<file path="src/sv/ccs_pkg.sv">
// Package for the contactor connect sequencer: types, codes and reset values.
package ccs_pkg;

    // Width of the wrapping time base used for send scheduling
    localparam int unsigned TIME_WIDTH = 32;
    // APB address width: seven 32-bit registers at byte offsets 0..24
    localparam int unsigned ADDR_W     = 5;
    localparam int unsigned DATA_W     = 32;

    typedef logic [TIME_WIDTH-1:0] time_t;
    typedef logic [5:0]            count_t;

    localparam count_t COUNT_MAX    = 6'd63;
    localparam logic [3:0] STATE_NIBBLE = 4'hf;

    // Event kinds of an input word
    typedef enum logic [1:0] {
        FN_TICK   = 2'd0,
        FN_STATUS = 2'd1,
        FN_POLL   = 2'd2
    } func_t;

    // Sequencer phases
    typedef enum logic [2:0] {
        PH_INIT       = 3'd0,
        PH_CLEAR      = 3'd1,
        PH_CONNECTING = 3'd2,
        PH_PENDING    = 3'd3,
        PH_CONNECTED  = 3'd4
    } phase_t;

    // Register indexes (byte address = 4 * index)
    typedef logic [2:0] reg_idx_t;
    localparam reg_idx_t REG_KEEPALIVE   = 3'd0;
    localparam reg_idx_t REG_QUICK       = 3'd1;
    localparam reg_idx_t REG_RESET_CMD   = 3'd2;
    localparam reg_idx_t REG_CONNECT_CMD = 3'd3;
    localparam reg_idx_t REG_CONN_CODE   = 3'd4;
    localparam reg_idx_t REG_RETRY_LIMIT = 3'd5;
    localparam reg_idx_t REG_TIMEOUT     = 3'd6;

    // Reset values of the registers
    localparam logic [15:0] RST_KEEPALIVE   = 16'd128;
    localparam logic [15:0] RST_QUICK       = 16'd16;
    localparam logic [7:0]  RST_RESET_CMD   = 8'd0;
    localparam logic [7:0]  RST_CONNECT_CMD = 8'd1;
    localparam logic [3:0]  RST_CONN_CODE   = 4'd1;
    localparam logic [3:0]  RST_RETRY_LIMIT = 4'd4;
    localparam logic [5:0]  RST_TIMEOUT     = 6'd30;

    // Configuration as seen by the sequencer core
    typedef struct packed {
        logic [15:0] keepalive_period;
        logic [15:0] quick_period;
        logic [7:0]  reset_command;
        logic [7:0]  connect_command;
        logic [3:0]  connected_code;
        logic [3:0]  fault_retry_limit;
        logic [5:0]  connect_timeout;
    } cfg_t;

endpackage

</file>
<file path="src/sv/ccs_ifs.sv">
// Handshake channel interfaces for input events and results.
interface ccs_item_if;
    logic        valid;
    logic        ready;
    logic [1:0]  func;
    logic [31:0] time_now;
    logic        connect_request;
    logic [7:0]  status_byte;
    logic [7:0]  fault_byte;

    modport source (output valid, output func, output time_now, output connect_request,
                    output status_byte, output fault_byte, input ready);
    modport sink   (input valid, input func, input time_now, input connect_request,
                    input status_byte, input fault_byte, output ready);
endinterface

interface ccs_result_if;
    logic       valid;
    logic       ready;
    logic       send_valid;
    logic [7:0] command_byte;
    logic [2:0] phase_now;
    logic [7:0] last_status;

    modport source (output valid, output send_valid, output command_byte,
                    output phase_now, output last_status, input ready);
    modport sink   (input valid, input send_valid, input command_byte,
                    input phase_now, input last_status, output ready);
endinterface

</file>
<file path="src/sv/contactor_connect_sequencer_top.sv">
// Top level of the contactor connect sequencer.
// Path: a word is held in the input register, then its result in the result register;
// the phase and schedule update as the result register loads.
// Throughput: one word per cycle while the result channel is ready; a result not taken stalls the input.
// Reset (rst_n, asynchronous, low): phase init, schedule and counters cleared,
// no send pending, registers back to their reset values, both channels empty.
module contactor_connect_sequencer_top
    import ccs_pkg::*;
(
    input  logic              clk,
    input  logic              rst_n,
    ccs_item_if.sink          item,
    ccs_result_if.source      result,
    input  logic              psel,
    input  logic              penable,
    input  logic              pwrite,
    input  logic [ADDR_W-1:0] paddr,
    input  logic [DATA_W-1:0] pwdata,
    output logic [DATA_W-1:0] prdata,
    output logic              pready
);

    cfg_t cfg;

    // configuration registers
    ccs_cfg u_cfg (
        .clk     (clk),
        .rst_n   (rst_n),
        .psel    (psel),
        .penable (penable),
        .pwrite  (pwrite),
        .paddr   (paddr),
        .pwdata  (pwdata),
        .prdata  (prdata),
        .pready  (pready),
        .cfg     (cfg)
    );

    // sequencer datapath
    ccs_core u_core (
        .clk    (clk),
        .rst_n  (rst_n),
        .cfg    (cfg),
        .item   (item),
        .result (result)
    );

endmodule

</file>
<file path="src/sv/ccs_cfg.sv">
// APB register file holding the sequencer configuration.
module ccs_cfg
    import ccs_pkg::*;
(
    input  logic              clk,
    input  logic              rst_n,
    input  logic              psel,
    input  logic              penable,
    input  logic              pwrite,
    input  logic [ADDR_W-1:0] paddr,
    input  logic [DATA_W-1:0] pwdata,
    output logic [DATA_W-1:0] prdata,
    output logic              pready,
    output cfg_t              cfg
);

    cfg_t     cfg_reg;
    cfg_t     cfg_next;
    logic     wr_en;
    reg_idx_t idx;

    assign pready = 1'b1;
    assign wr_en  = psel && penable && pwrite;
    assign idx    = paddr[ADDR_W-1:2];
    assign cfg    = cfg_reg;

    // register write decode
    always_comb
    begin
        cfg_next = cfg_reg;
        if (wr_en)
        begin
            case (idx)
                REG_KEEPALIVE:   cfg_next.keepalive_period  = pwdata[15:0];
                REG_QUICK:       cfg_next.quick_period      = pwdata[15:0];
                REG_RESET_CMD:   cfg_next.reset_command     = pwdata[7:0];
                REG_CONNECT_CMD: cfg_next.connect_command   = pwdata[7:0];
                REG_CONN_CODE:   cfg_next.connected_code    = pwdata[3:0];
                REG_RETRY_LIMIT: cfg_next.fault_retry_limit = pwdata[3:0];
                REG_TIMEOUT:     cfg_next.connect_timeout   = pwdata[5:0];
                default:         cfg_next = cfg_reg;
            endcase
        end
    end

    always_ff @(posedge clk or negedge rst_n)
    begin
        if (!rst_n)
        begin
            cfg_reg.keepalive_period  <= RST_KEEPALIVE;
            cfg_reg.quick_period      <= RST_QUICK;
            cfg_reg.reset_command     <= RST_RESET_CMD;
            cfg_reg.connect_command   <= RST_CONNECT_CMD;
            cfg_reg.connected_code    <= RST_CONN_CODE;
            cfg_reg.fault_retry_limit <= RST_RETRY_LIMIT;
            cfg_reg.connect_timeout   <= RST_TIMEOUT;
        end
        else
        begin
            cfg_reg <= cfg_next;
        end
    end

    // read-back mux
    always_comb
    begin
        case (idx)
            REG_KEEPALIVE:   prdata = DATA_W'(cfg_reg.keepalive_period);
            REG_QUICK:       prdata = DATA_W'(cfg_reg.quick_period);
            REG_RESET_CMD:   prdata = DATA_W'(cfg_reg.reset_command);
            REG_CONNECT_CMD: prdata = DATA_W'(cfg_reg.connect_command);
            REG_CONN_CODE:   prdata = DATA_W'(cfg_reg.connected_code);
            REG_RETRY_LIMIT: prdata = DATA_W'(cfg_reg.fault_retry_limit);
            REG_TIMEOUT:     prdata = DATA_W'(cfg_reg.connect_timeout);
            default:         prdata = '0;
        endcase
    end

endmodule

</file>
<file path="src/sv/ccs_core.sv">
// Sequencer core: input register, phase/schedule logic, state and result register.
module ccs_core
    import ccs_pkg::*;
(
    input  logic   clk,
    input  logic   rst_n,
    input  cfg_t   cfg,
    ccs_item_if.sink     item,
    ccs_result_if.source result
);

    // input register
    logic        s1_valid_reg;
    logic        s1_valid_next;
    func_t       s1_func_reg;
    time_t       s1_now_reg;
    logic        s1_req_reg;
    logic [7:0]  s1_status_reg;
    logic [7:0]  s1_fault_reg;

    // sequencer state
    phase_t      phase_reg;
    phase_t      phase_next;
    time_t       nst_reg;
    time_t       nst_next;
    logic [7:0]  pend_reg;
    logic [7:0]  pend_next;
    count_t      att_reg;
    count_t      att_next;
    logic        sp_reg;
    logic        sp_next;
    logic [7:0]  rs_reg;
    logic [7:0]  rs_next;

    // result register
    logic        res_valid_reg;
    logic        res_valid_next;
    logic        res_send_reg;
    logic [7:0]  res_cmd_reg;
    logic [2:0]  res_phase_reg;
    logic [7:0]  res_status_reg;

    logic        in_take;
    logic        adv;
    logic        send;
    logic [7:0]  cmd;
    time_t       diff;
    logic        ahead;

    function automatic count_t sat_inc(input count_t c);
        sat_inc = (c < COUNT_MAX) ? c + 6'd1 : c;
    endfunction

    // handshake: the result register frees itself as soon as it is taken
    assign adv        = s1_valid_reg && (!res_valid_reg || result.ready);
    assign item.ready = !s1_valid_reg || adv;
    assign in_take    = item.valid && item.ready;

    assign s1_valid_next  = in_take || (s1_valid_reg && !adv);
    assign res_valid_next = adv || (res_valid_reg && !result.ready);

    always_ff @(posedge clk or negedge rst_n)
    begin
        if (!rst_n)
        begin
            s1_valid_reg  <= 1'b0;
            res_valid_reg <= 1'b0;
        end
        else
        begin
            s1_valid_reg  <= s1_valid_next;
            res_valid_reg <= res_valid_next;
        end
    end

    // capture the input word
    always_ff @(posedge clk)
    begin
        if (in_take)
        begin
            s1_func_reg   <= func_t'(item.func);
            s1_now_reg    <= time_t'(item.time_now);
            s1_req_reg    <= item.connect_request;
            s1_status_reg <= item.status_byte;
            s1_fault_reg  <= item.fault_byte;
        end
    end

    // wrapping compare: next send still ahead of now
    assign diff  = nst_reg - s1_now_reg;
    assign ahead = (diff != '0) && !diff[TIME_WIDTH-1];

    // next state
    always_comb
    begin
        count_t att_a;
        count_t att_b;
        logic   enter_conn;

        phase_next = phase_reg;
        nst_next   = nst_reg;
        pend_next  = pend_reg;
        att_next   = att_reg;
        sp_next    = sp_reg;
        rs_next    = rs_reg;
        att_a      = att_reg;
        att_b      = att_reg;
        enter_conn = 1'b0;

        if (adv)
        begin
            case (s1_func_reg)
                FN_TICK:
                begin
                    if (phase_reg == PH_INIT)
                    begin
                        nst_next   = s1_now_reg + time_t'(cfg.keepalive_period);
                        pend_next  = cfg.reset_command;
                        att_next   = '0;
                        sp_next    = 1'b1;
                        phase_next = PH_CLEAR;
                    end
                    else if (!ahead)
                    begin
                        nst_next = s1_now_reg + time_t'(cfg.keepalive_period);
                        sp_next  = 1'b1;
                    end
                end
                FN_STATUS:
                begin
                    rs_next  = s1_status_reg;
                    nst_next = s1_now_reg + time_t'(cfg.quick_period);
                    if (!s1_req_reg)
                    begin
                        pend_next  = cfg.reset_command;
                        phase_next = PH_CLEAR;
                    end
                    else
                    begin
                        case (phase_reg)
                            PH_CLEAR:
                            begin
                                // retry fault clearing while a fault remains, until the limit is reached
                                att_b = sat_inc(att_reg);
                                if (s1_fault_reg != 8'd0 &&
                                    att_b < count_t'(cfg.fault_retry_limit))
                                begin
                                    att_next = att_b;
                                end
                                else
                                begin
                                    att_a      = '0;
                                    enter_conn = 1'b1;
                                end
                            end
                            PH_CONNECTING:
                            begin
                                enter_conn = 1'b1;
                            end
                            PH_PENDING:
                            begin
                                phase_next = PH_CONNECTED;
                            end
                            default:
                            begin
                                phase_next = phase_reg;
                            end
                        endcase

                        // connect check, shared by both entry routes
                        if (enter_conn)
                        begin
                            pend_next = cfg.connect_command;
                            if ((s1_status_reg[3:0] & STATE_NIBBLE) != cfg.connected_code)
                            begin
                                att_b      = sat_inc(att_a);
                                att_next   = att_b;
                                phase_next = (att_b > cfg.connect_timeout) ? PH_INIT
                                                                           : PH_CONNECTING;
                            end
                            else
                            begin
                                att_next   = att_a;
                                phase_next = PH_PENDING;
                            end
                        end
                    end
                end
                FN_POLL:
                begin
                    sp_next = 1'b0;
                end
                default:
                begin
                    sp_next = sp_reg;
                end
            endcase
        end
    end

    // outputs of this word
    always_comb
    begin
        send = 1'b0;
        cmd  = 8'd0;
        if (s1_func_reg == FN_POLL && sp_reg)
        begin
            send = 1'b1;
            cmd  = pend_reg;
        end
    end

    always_ff @(posedge clk or negedge rst_n)
    begin
        if (!rst_n)
        begin
            phase_reg <= PH_INIT;
            nst_reg   <= '0;
            pend_reg  <= RST_RESET_CMD;
            att_reg   <= '0;
            sp_reg    <= 1'b0;
            rs_reg    <= 8'd0;
        end
        else
        begin
            phase_reg <= phase_next;
            nst_reg   <= nst_next;
            pend_reg  <= pend_next;
            att_reg   <= att_next;
            sp_reg    <= sp_next;
            rs_reg    <= rs_next;
        end
    end

    // result register
    always_ff @(posedge clk)
    begin
        if (adv)
        begin
            res_send_reg   <= send;
            res_cmd_reg    <= cmd;
            res_phase_reg  <= phase_next;
            res_status_reg <= rs_next;
        end
    end

    assign result.valid        = res_valid_reg;
    assign result.send_valid   = res_send_reg;
    assign result.command_byte = res_cmd_reg;
    assign result.phase_now    = res_phase_reg;
    assign result.last_status  = res_status_reg;

    // a poll always consumes the pending send
    a_poll_clears: assert property (@(posedge clk) disable iff (!rst_n)
        (adv && s1_func_reg == FN_POLL) |=> !sp_reg)
        else $error("send request survived a poll");

    // no command byte without a send
    a_cmd_zero: assert property (@(posedge clk) disable iff (!rst_n)
        (res_valid_reg && !res_send_reg) |-> res_cmd_reg == 8'd0)
        else $error("command byte set without send");

    // a tick in init starts fault clearing
    a_init_tick: assert property (@(posedge clk) disable iff (!rst_n)
        (adv && s1_func_reg == FN_TICK && phase_reg == PH_INIT) |=>
        (phase_reg == PH_CLEAR && sp_reg))
        else $error("tick in init did not start the sequence");

    // status word is reported in its own result
    a_status_echo: assert property (@(posedge clk) disable iff (!rst_n)
        (adv && s1_func_reg == FN_STATUS) |=> res_status_reg == $past(s1_status_reg))
        else $error("last status not updated");

endmodule
</file>
<file path="src/flat_wrapper.sv">
// flat-port wrapper written by rule: the top's interface ports become plain ports
module contactor_connect_sequencer_top_flat import ccs_pkg::*;
  (clk, rst_n, psel, penable, pwrite, paddr, pwdata, prdata, pready, item_valid, item_func, item_time_now, item_connect_request, item_status_byte, item_fault_byte, item_ready, result_valid, result_send_valid, result_command_byte, result_phase_now, result_last_status, result_ready);
  ccs_item_if item_i ();
  ccs_result_if result_i ();
  input  logic clk;
  input  logic rst_n;
  input  logic psel;
  input  logic penable;
  input  logic pwrite;
  input  logic [ADDR_W-1:0] paddr;
  input  logic [DATA_W-1:0] pwdata;
  output logic [DATA_W-1:0] prdata;
  output logic pready;
  input wire logic [$bits(item_i.valid)-1:0] item_valid;
  input wire logic [$bits(item_i.func)-1:0] item_func;
  input wire logic [$bits(item_i.time_now)-1:0] item_time_now;
  input wire logic [$bits(item_i.connect_request)-1:0] item_connect_request;
  input wire logic [$bits(item_i.status_byte)-1:0] item_status_byte;
  input wire logic [$bits(item_i.fault_byte)-1:0] item_fault_byte;
  output wire logic [$bits(item_i.ready)-1:0] item_ready;
  output wire logic [$bits(result_i.valid)-1:0] result_valid;
  output wire logic [$bits(result_i.send_valid)-1:0] result_send_valid;
  output wire logic [$bits(result_i.command_byte)-1:0] result_command_byte;
  output wire logic [$bits(result_i.phase_now)-1:0] result_phase_now;
  output wire logic [$bits(result_i.last_status)-1:0] result_last_status;
  input wire logic [$bits(result_i.ready)-1:0] result_ready;
  assign item_i.valid = item_valid;
  assign item_i.func = item_func;
  assign item_i.time_now = item_time_now;
  assign item_i.connect_request = item_connect_request;
  assign item_i.status_byte = item_status_byte;
  assign item_i.fault_byte = item_fault_byte;
  assign item_ready = item_i.ready;
  assign result_valid = result_i.valid;
  assign result_send_valid = result_i.send_valid;
  assign result_command_byte = result_i.command_byte;
  assign result_phase_now = result_i.phase_now;
  assign result_last_status = result_i.last_status;
  assign result_i.ready = result_ready;
  contactor_connect_sequencer_top u_core (.clk(clk), .rst_n(rst_n), .item(item_i), .result(result_i), .psel(psel), .penable(penable), .pwrite(pwrite), .paddr(paddr), .pwdata(pwdata), .prdata(prdata), .pready(pready));
endmodule
</file>
<file path="config.mk">
export PLATFORM = sky130hd
export DESIGN_NAME = contactor_connect_sequencer_top_flat
export DESIGN_NICKNAME = d
export VERILOG_FILES = /design/src/sv/ccs_pkg.sv /design/src/sv/ccs_ifs.sv /design/src/sv/contactor_connect_sequencer_top.sv /design/src/sv/ccs_cfg.sv /design/src/sv/ccs_core.sv /design/src/flat_wrapper.sv
export SDC_FILE = /design/constraint.sdc
export NUM_CORES = 1
export LEC_CHECK = 0
export BUFFER_PORTS_ARGS = -buffer_cell sky130_fd_sc_hd__clkbuf_2
export CAP_MARGIN = 10
export CORE_ASPECT_RATIO = 1.25
export CORE_MARGIN = 2
export CORE_UTILIZATION = 50
export DETAILED_ROUTE_END_ITERATION = 10
export PLACE_DENSITY = 0.67
export SLEW_MARGIN = 20
export SYNTH_ARGS = -nofsm -noshare
export SYNTH_HDL_FRONTEND = slang
export SYNTH_SLANG_ARGS = --single-unit
</file>
<file path="constraint.sdc">
create_clock -name clk -period 14.9 [get_ports clk]
set_input_delay 2.98 -clock clk [delete_from_list [all_inputs] [get_ports clk]]
set_output_delay 2.98 -clock clk [all_outputs]
set_load 0.05 [all_outputs]
</file>
==> impl_metrics.toml, run 1 <==
[run_status]
status = "completed"

[pwr]
power_density_mw_per_mm2 = 167
vdd_drop_max_v = 0.000118
p_leak_nw = 5.81

[yosys]
synthTopCellsByArea = "dfrtp_1 (24%), edfxtp_1 (18%), mux2_2 (6.9%), ha_1 (6.2%), nand2_1 (3.8%)"
synth_ff_type = "dfrtp_1"
ys_seq_elements = 193
synth_most_common_cell = "nand2_1"
netlist_instances = 1129
synth_cell_type_count = 76
synth_edf_count = 71
synth_commonest_cells = "nand2_1 (119), dfrtp_1 (113), nor2_1 (78)"
yosys.area.top_type = "dfrtp_1"
async_reset_ff_share_pct = 63.2
syn_area_mm2 = 0.0117
avgSynthCellArea_um2 = 10.3
synth_top_area_share_pct = 24.2
yosys_warnings = 0
ys_seq_area_share_pct = 44.5

[clock_tree]
numCtsBuffers = 17
clock_latency_ns = 0.45
cts_hold_buffers = 0
cts_resized = 0
cts_tree = "done"
ctsRootBufferMaster = "clkbuf_16"
cts.path.max_buffers = 2
postCtsSetupBuffers = 0
cts.sinks = 193
cts_max_level = 4
clk_pin_slew_ns = 0.06

[sta]
slew_headroom_pct = 34.3
worst_pin_slew_ns = 0.986
finalSetupViolations = 0
fmax_mhz = 128
skew_ns = 0.0127
finalMaxSlewViolations = 0
finalSetupTns_ns = 0
worst_slack_ns = 7.11
final.period_utilization_pct = 52.3
finalHoldViolCount = 0
rsz0062_at_grt = "no"
post-route-min-period_ns = 7.79

[critical_path]
worstPathRequired_ns = 11.92
worstReg2RegStart = "u_core.u_core.att_reg[0]"
critical_path_class = "in -> out"
worst_r2r_path_depth = 23
cp-end-kind = "primary output"
r2r_slack_ns = 9.41
arrival_ns = 4.81
crit_fanout = 30
crit_path_start_kind = "primary input"
r2r_end = "u_core.u_core.result.phase_now[1]"

[detailed_routing]
drt_iter0_markers = 652
via_count = 8769
via_per_inst = 5.75
drcViolationCount = 0
ant_nets = 0
wire_per_inst_um = 18.5
firstDrtPassIters = 6
routed_wl_um = 28200

[placement]
port_buffers = 114
place_ws_ns = 7.11
gp_congestion = 0.897
dpl.hpwl_um = 20700

[die]
die_h_um = 175
die_w_um = 141
core_area_mm2 = 0.0230
initial_core_util_pct = 50.9
dieArea_mm2 = 0.0246
top_level_ports = 150
num_rows = 62

[job]
drv_cap = 0

[grt]
grt_pass1_wl_um = 44700
track_usage_pct = 23.3
overflow = 0
grt_pass1_vias = 8715
antenna_found_initial = 0
grt_max_degree = 67

[cells_and_area]
nets = 1379
largest_reg_flops = 62
antenna_cells = 0
drive_above_1_share_pct = 22.7
area_delta_synth_final_pct = 11.2

[worst_hold_path]
hold-path-endpoint = "u_core.u_core.result.valid"
hold_path.class = "reg -> reg"
hold_depth = 1
hp-start = "u_core.u_core.s1_valid_reg"
-- cell usage in the layout, fill, tap and decap left out, drive strengths merged, types with 9 or more instances in the layout --
cell type	synthesis	routed
clkbuf	35	133
nand2	119	119
dfrtp	113	113
mux2	99	99
nor2	78	78
edfxtp	71	71
a21oi	71	71
o21ai	60	60
ha	58	58
inv	54	58
xnor2	38	38
mux2i	24	24
nand3	22	22
nand2b	22	22
nand4	18	18
conb	2	17
and2	16	16
nor3	16	16
xor2	15	15
o21a	14	14
nor2b	14	14
nor4	13	13
a21o	12	12
a31oi	10	10
buf	27	10
dfstp	9	9
-- power breakdown --
group	internal, mW	switching, mW	total, mW
clock	0.252	0.214	0.466
combinational	0.402	0.547	0.949
sequential	0.675	0.0829	0.758
-- metrics by stage --
step	area (µm²)	power, mW	cells	util [%]	hold slack [ns]
floorplan	11700	1.49	1144	-	0.457
global placement	12400	1.69	1493	54.0	0.467
finish	13000	2.17	1525	56.6	0.493
global route	13000	2.31	1525	56.6	0.514
CTS	13000	2.17	1525	56.6	0.495
detailed placement	12400	1.70	1493	54.0	0.479
-- metal layers --
metal | part of all wire, % | routed length (µm) | global-route usage [%]
met5 | 0 | 0 | 0
met4 | 4.3 | 1220 | 10.9
met1 | 41 | 11600 | 28.2
met3 | 4.5 | 1270 | 3.70
met2 | 50 | 14100 | 40.8
-- layout make-up --
class | instances | area [µm²]
clock buffers | 20 | 437
clock inverters | 12 | 153
fillers | 2020 | 9970
inverters | 54 | 203
multi-input cells | 835 | 6010
flip-flops and latches | 193 | 5200
well taps | 288 | 360
repair buffers | 123 | 641
-- worst max-delay path, stage by stage --
cell	delay, ns
clkbuf_2	0.48
nor2b_1	0.54
nand2_1	0.10
a21oi_1	0.15
a21oi_1	0.05
o21ai_0	0.15
clkbuf_2	0.34
-- worst max path at each step --
stage                         from        end  cells after the start
after global routing      paddr[2]  prdata[1]                      7
after floorplan           paddr[2]  prdata[4]                      6
after CTS                 paddr[2]  prdata[1]                      7
final                     paddr[2]  prdata[1]                      7
after global placement    paddr[2]  prdata[1]                      7
after detailed placement  paddr[2]  prdata[1]                      7
-- logic make-up (layout without fill, tap and decap cells) --
family,Yosys count,in the layout,synth area share [%]
buf+inv,116,209,4.65
fa+ha+maj,60,60,6.55
xor+xnor,53,53,3.97
simple gates,342,342,14.0
flops,193,193,44.5
mux,126,126,13.0
compound gates,237,237,13.3
other cells,2,17,0.0643
Note: power is estimated with default switching activity, not from simulation.
==> run 2, diff against run 1 <==
--- a/config.mk
+++ b/config.mk
@@ -5,13 +5,14 @@
 export SDC_FILE = /design/constraint.sdc
 export NUM_CORES = 1
 export LEC_CHECK = 0
+export ABC_AREA = 1
 export BUFFER_PORTS_ARGS = -buffer_cell sky130_fd_sc_hd__clkbuf_2
 export CAP_MARGIN = 10
 export CORE_ASPECT_RATIO = 1.25
 export CORE_MARGIN = 2
 export CORE_UTILIZATION = 50
 export DETAILED_ROUTE_END_ITERATION = 10
-export PLACE_DENSITY = 0.67
+export PLACE_DENSITY = 0.7
 export SLEW_MARGIN = 20
 export SYNTH_ARGS = -nofsm -noshare
 export SYNTH_HDL_FRONTEND = slang
==> constraint.sdc (replaced) <==
create_clock -name clk -period 7 [get_ports clk]
set_input_delay 1.4 -clock clk [delete_from_list [all_inputs] [get_ports clk]]
set_output_delay 1.4 -clock clk [all_outputs]
set_load 0.05 [all_outputs]
==> impl_metrics.toml, run 2 <==
[critical_path]
cp_num_buf_inv = 4
crit_path_max_incr_delay_ns = 0.70
path_cells = "clkbuf_2 > inv_1 > nor3_1 > inv_1 > o22ai_1 > a221oi_1 > o21ai_0 > clkbuf_2"
critical_path_class = "in -> out"
crit_fanout = 7
cp-end-kind = "primary output"
crit_slowest_cell = "nor3_1"
crit_path_start_kind = "primary input"
worstPathRequired_ns = 5.60
critical_path.top_delay_family = "buffers and inverters"
arrival_ns = 3.26

[pwr]
p_sw_share_pct = 41.0
switching_power_mw = 1.68
pwr-share-seq_pct = 37.7
p_comb_share_pct = 40.0
p_clk_share_pct = 22.3
p_int_mw = 2.41
p_leak_nw = 7.14
power_density_mw_per_mm2 = 299
vdd_drop_max_v = 0.000194

[cells_and_area]
largest_reg_flops = 62
final_cell_mix = "nand2_1 (567), inv_1 (277), nor2_1 (116)"
regArea_mm2 = 0.00520
finalInstanceArea_mm2 = 0.0137
nets = 1937
area_delta_synth_final_pct = 11.2
final_common_cell = "nand2_1"
drive_above_1_share_pct = 10.1
fillers = 2390
multi_input_area_mm2 = 0.00583

[placement]
dpl-instance-area_mm2 = 0.0131
port_buffers = 114
dpl.hpwl_um = 24400
gp_congestion = 0.937

[yosys]
synth_cell_type_count = 50
ys_seq_elements = 193
netlist_instances = 1676
avgSynthCellArea_um2 = 7.33
synth_top_area_share_pct = 23.0
synth_ff_type = "dfrtp_1"
syn_area_mm2 = 0.0123
synthTopCellsByArea = "dfrtp_1 (23%), edfxtp_1 (17%), nand2_1 (17%), inv_1 (8.5%), ha_1 (5.9%)"
yosys_warnings = 0
yosys.area.top_type = "dfrtp_1"
ys_seq_area_share_pct = 42.3
synth_edf_count = 71
async_reset_ff_share_pct = 63.2
synth_commonest_cells = "nand2_1 (567), inv_1 (278), nor2_1 (118)"
synth_most_common_cell = "nand2_1"

[die]
initial_core_util_pct = 50.5
core_area_mm2 = 0.0243
num_rows = 64
dieArea_mm2 = 0.0259
die_w_um = 144
die_h_um = 179
top_level_ports = 150

[grt]
grt_pass1_wl_um = 50800
grt_pass1_vias = 10441
grt_max_degree = 80
antenna_found_initial = 1
overflow = 0
grt.busiest_layer = "met2"
track_usage_pct = 25.1
grt_util_met1_pct = 31.3
grtUsageMet2_pct = 43.3
grtUsageMet3_pct = 3.18

[worst_hold_path]
hold_path.class = "reg -> reg"

[sta]
finalMaxSlewViolations = 0
skew_ns = 0.0112
finalSetupTns_ns = 0
final.period_utilization_pct = 66.6
fmax_mhz = 215
slew_headroom_pct = 33.3
finalSetupViolations = 0
post-route-min-period_ns = 4.66
worst_pin_slew_ns = 0.998
rsz0062_at_grt = "no"
finalHoldViolCount = 0

[detailed_routing]
firstDrtPassIters = 5
routed_wl_um = 31100
via_count = 10948
via_per_inst = 5.15
drcViolationCount = 0
drt_iter0_markers = 656
ant_nets = 0
wire_per_inst_um = 14.6

[clock_tree]
clock_latency_ns = 0.44
cts.sinks = 193
clk_pin_slew_ns = 0.07
ctsRootBufferMaster = "clkbuf_16"
cts.path.max_buffers = 2
postCtsSetupBuffers = 0
cts_resized = 0
numCtsBuffers = 17
cts_hold_buffers = 0
cts_tree = "done"
cts_max_level = 4

[job]
drv_cap = 0

[run_status]
status = "completed"
==> run 2: changes by cell type after synthesis, moves of 14 or more <==
cell      change
mux2_2       -72
clkbuf_1     -14
inv_1       +224
nor2_1       +40
xnor2_1      -30
mux2i_1      -24
xor2_1       +21
o21ai_0      +53
nand2_1     +448
mux2_4       -26
nand2b_1     -22
nand3_1      +78
a21oi_1      -26
==> run 2: final cells by class <==
class                   instances  area share [%]
well taps                     330            3.02
clock buffers                  19            3.24
repair buffers                120            4.55
diodes                          1          0.0183
inverters                     281            7.72
multi-input cells            1169            42.7
flip-flops and latches        193            38.0
clock inverters                13           0.778
==> run 2: kinds of logic (layout without fill, tap and decap cells) <==
group           after synthesis  in the layout  share of synthesized area [%]
simple gates                845            845                           28.2
buf+inv                     329            433                           10.9
compound gates              203            203                           9.16
flops                       193            193                           42.3
fa+ha+maj                    60             60                           6.23
xor+xnor                     44             44                           3.14
other cells                   2             18                         0.0611
==> run 2: path summary, 6_finish.rpt <==
| kind | from | end | slack [ns] | depth (start not counted) |
|---|---|---|---|---|
| worst max-delay path | paddr[3] | prdata[4] | 2.34 | 8 |
| worst min-delay path | u_core.u_core.s1_status_reg[7] | u_core.u_core.rs_reg[7] | 0.47 | 2 |
| worst max register to register | u_core.u_core.att_reg[0] | u_core.u_core.result.phase_now[1] | 2.61 | 23 |
| worst min register to register | u_core.u_core.s1_status_reg[7] | u_core.u_core.rs_reg[7] | 0.47 | 2 |
| max in group asynchronous | rst_n | u_core.u_cfg.cfg[43] | 4.90 | 2 |
| min in group asynchronous | rst_n | u_core.u_core.att_reg[0] | 0.96 | 1 |
==> run 2: metal layers <==
metal	vias up	routed length, µm
li1	5499	-
met1	5109	13200
met2	267	15500
met5	-	0
met3	73	1060
met4	0	1360
==> run 2: worst reg2reg max path: stages, from the launching register on <==
cell	delay, ns
dfrtp_1	0.44
ha_1	0.22
nand3_1	0.12
nor2_2	0.13
nand2_2	0.13
nand2_1	0.13
ha_1	0.25
a21oi_1	0.14
nand4_1	0.10
nor2_1	0.10
nand2_1	0.07
nand2_1	0.30
nand2_1	0.12
inv_1	0.09
ha_1	0.20
nand4_1	0.18
o21ai_0	0.36
ha_1	0.32
nand4_1	0.09
inv_1	0.06
a32oi_1	0.20
nand2_1	0.11
o2111ai_1	0.10
o21ai_0	0.15
==> run 2: metrics by stage <==
stage / utilization [%] / hold slack [ns] / power, mW / setup WS, ns / cells
6_report: 56.1 / 0.471 / 4.09 / 2.34 / 2126
5_1_grt: 56.1 / 0.497 / 4.41 / 2.20 / 2126
4_1_cts: 56.1 / 0.469 / 4.10 / 2.30 / 2125
3_5_place_dp: 53.8 / 0.454 / 3.18 / 2.30 / 2093
3_3_place_gp: 53.8 / 0.447 / 3.15 / 2.36 / 2093
2_1_floorplan: - / 0.434 / 2.78 / 2.40 / 1691
==> run 2: power by group through the flow <==
stage | registers, mW | logic (mW) | clock network [mW]
3_3_place_gp | 1.55 | 1.60 | 0
3_5_place_dp | 1.56 | 1.62 | 0
4_1_cts | 1.54 | 1.63 | 0.928
6_report | 1.54 | 1.64 | 0.912
2_1_floorplan | 1.57 | 1.22 | 0
5_1_grt | 1.56 | 1.88 | 0.967
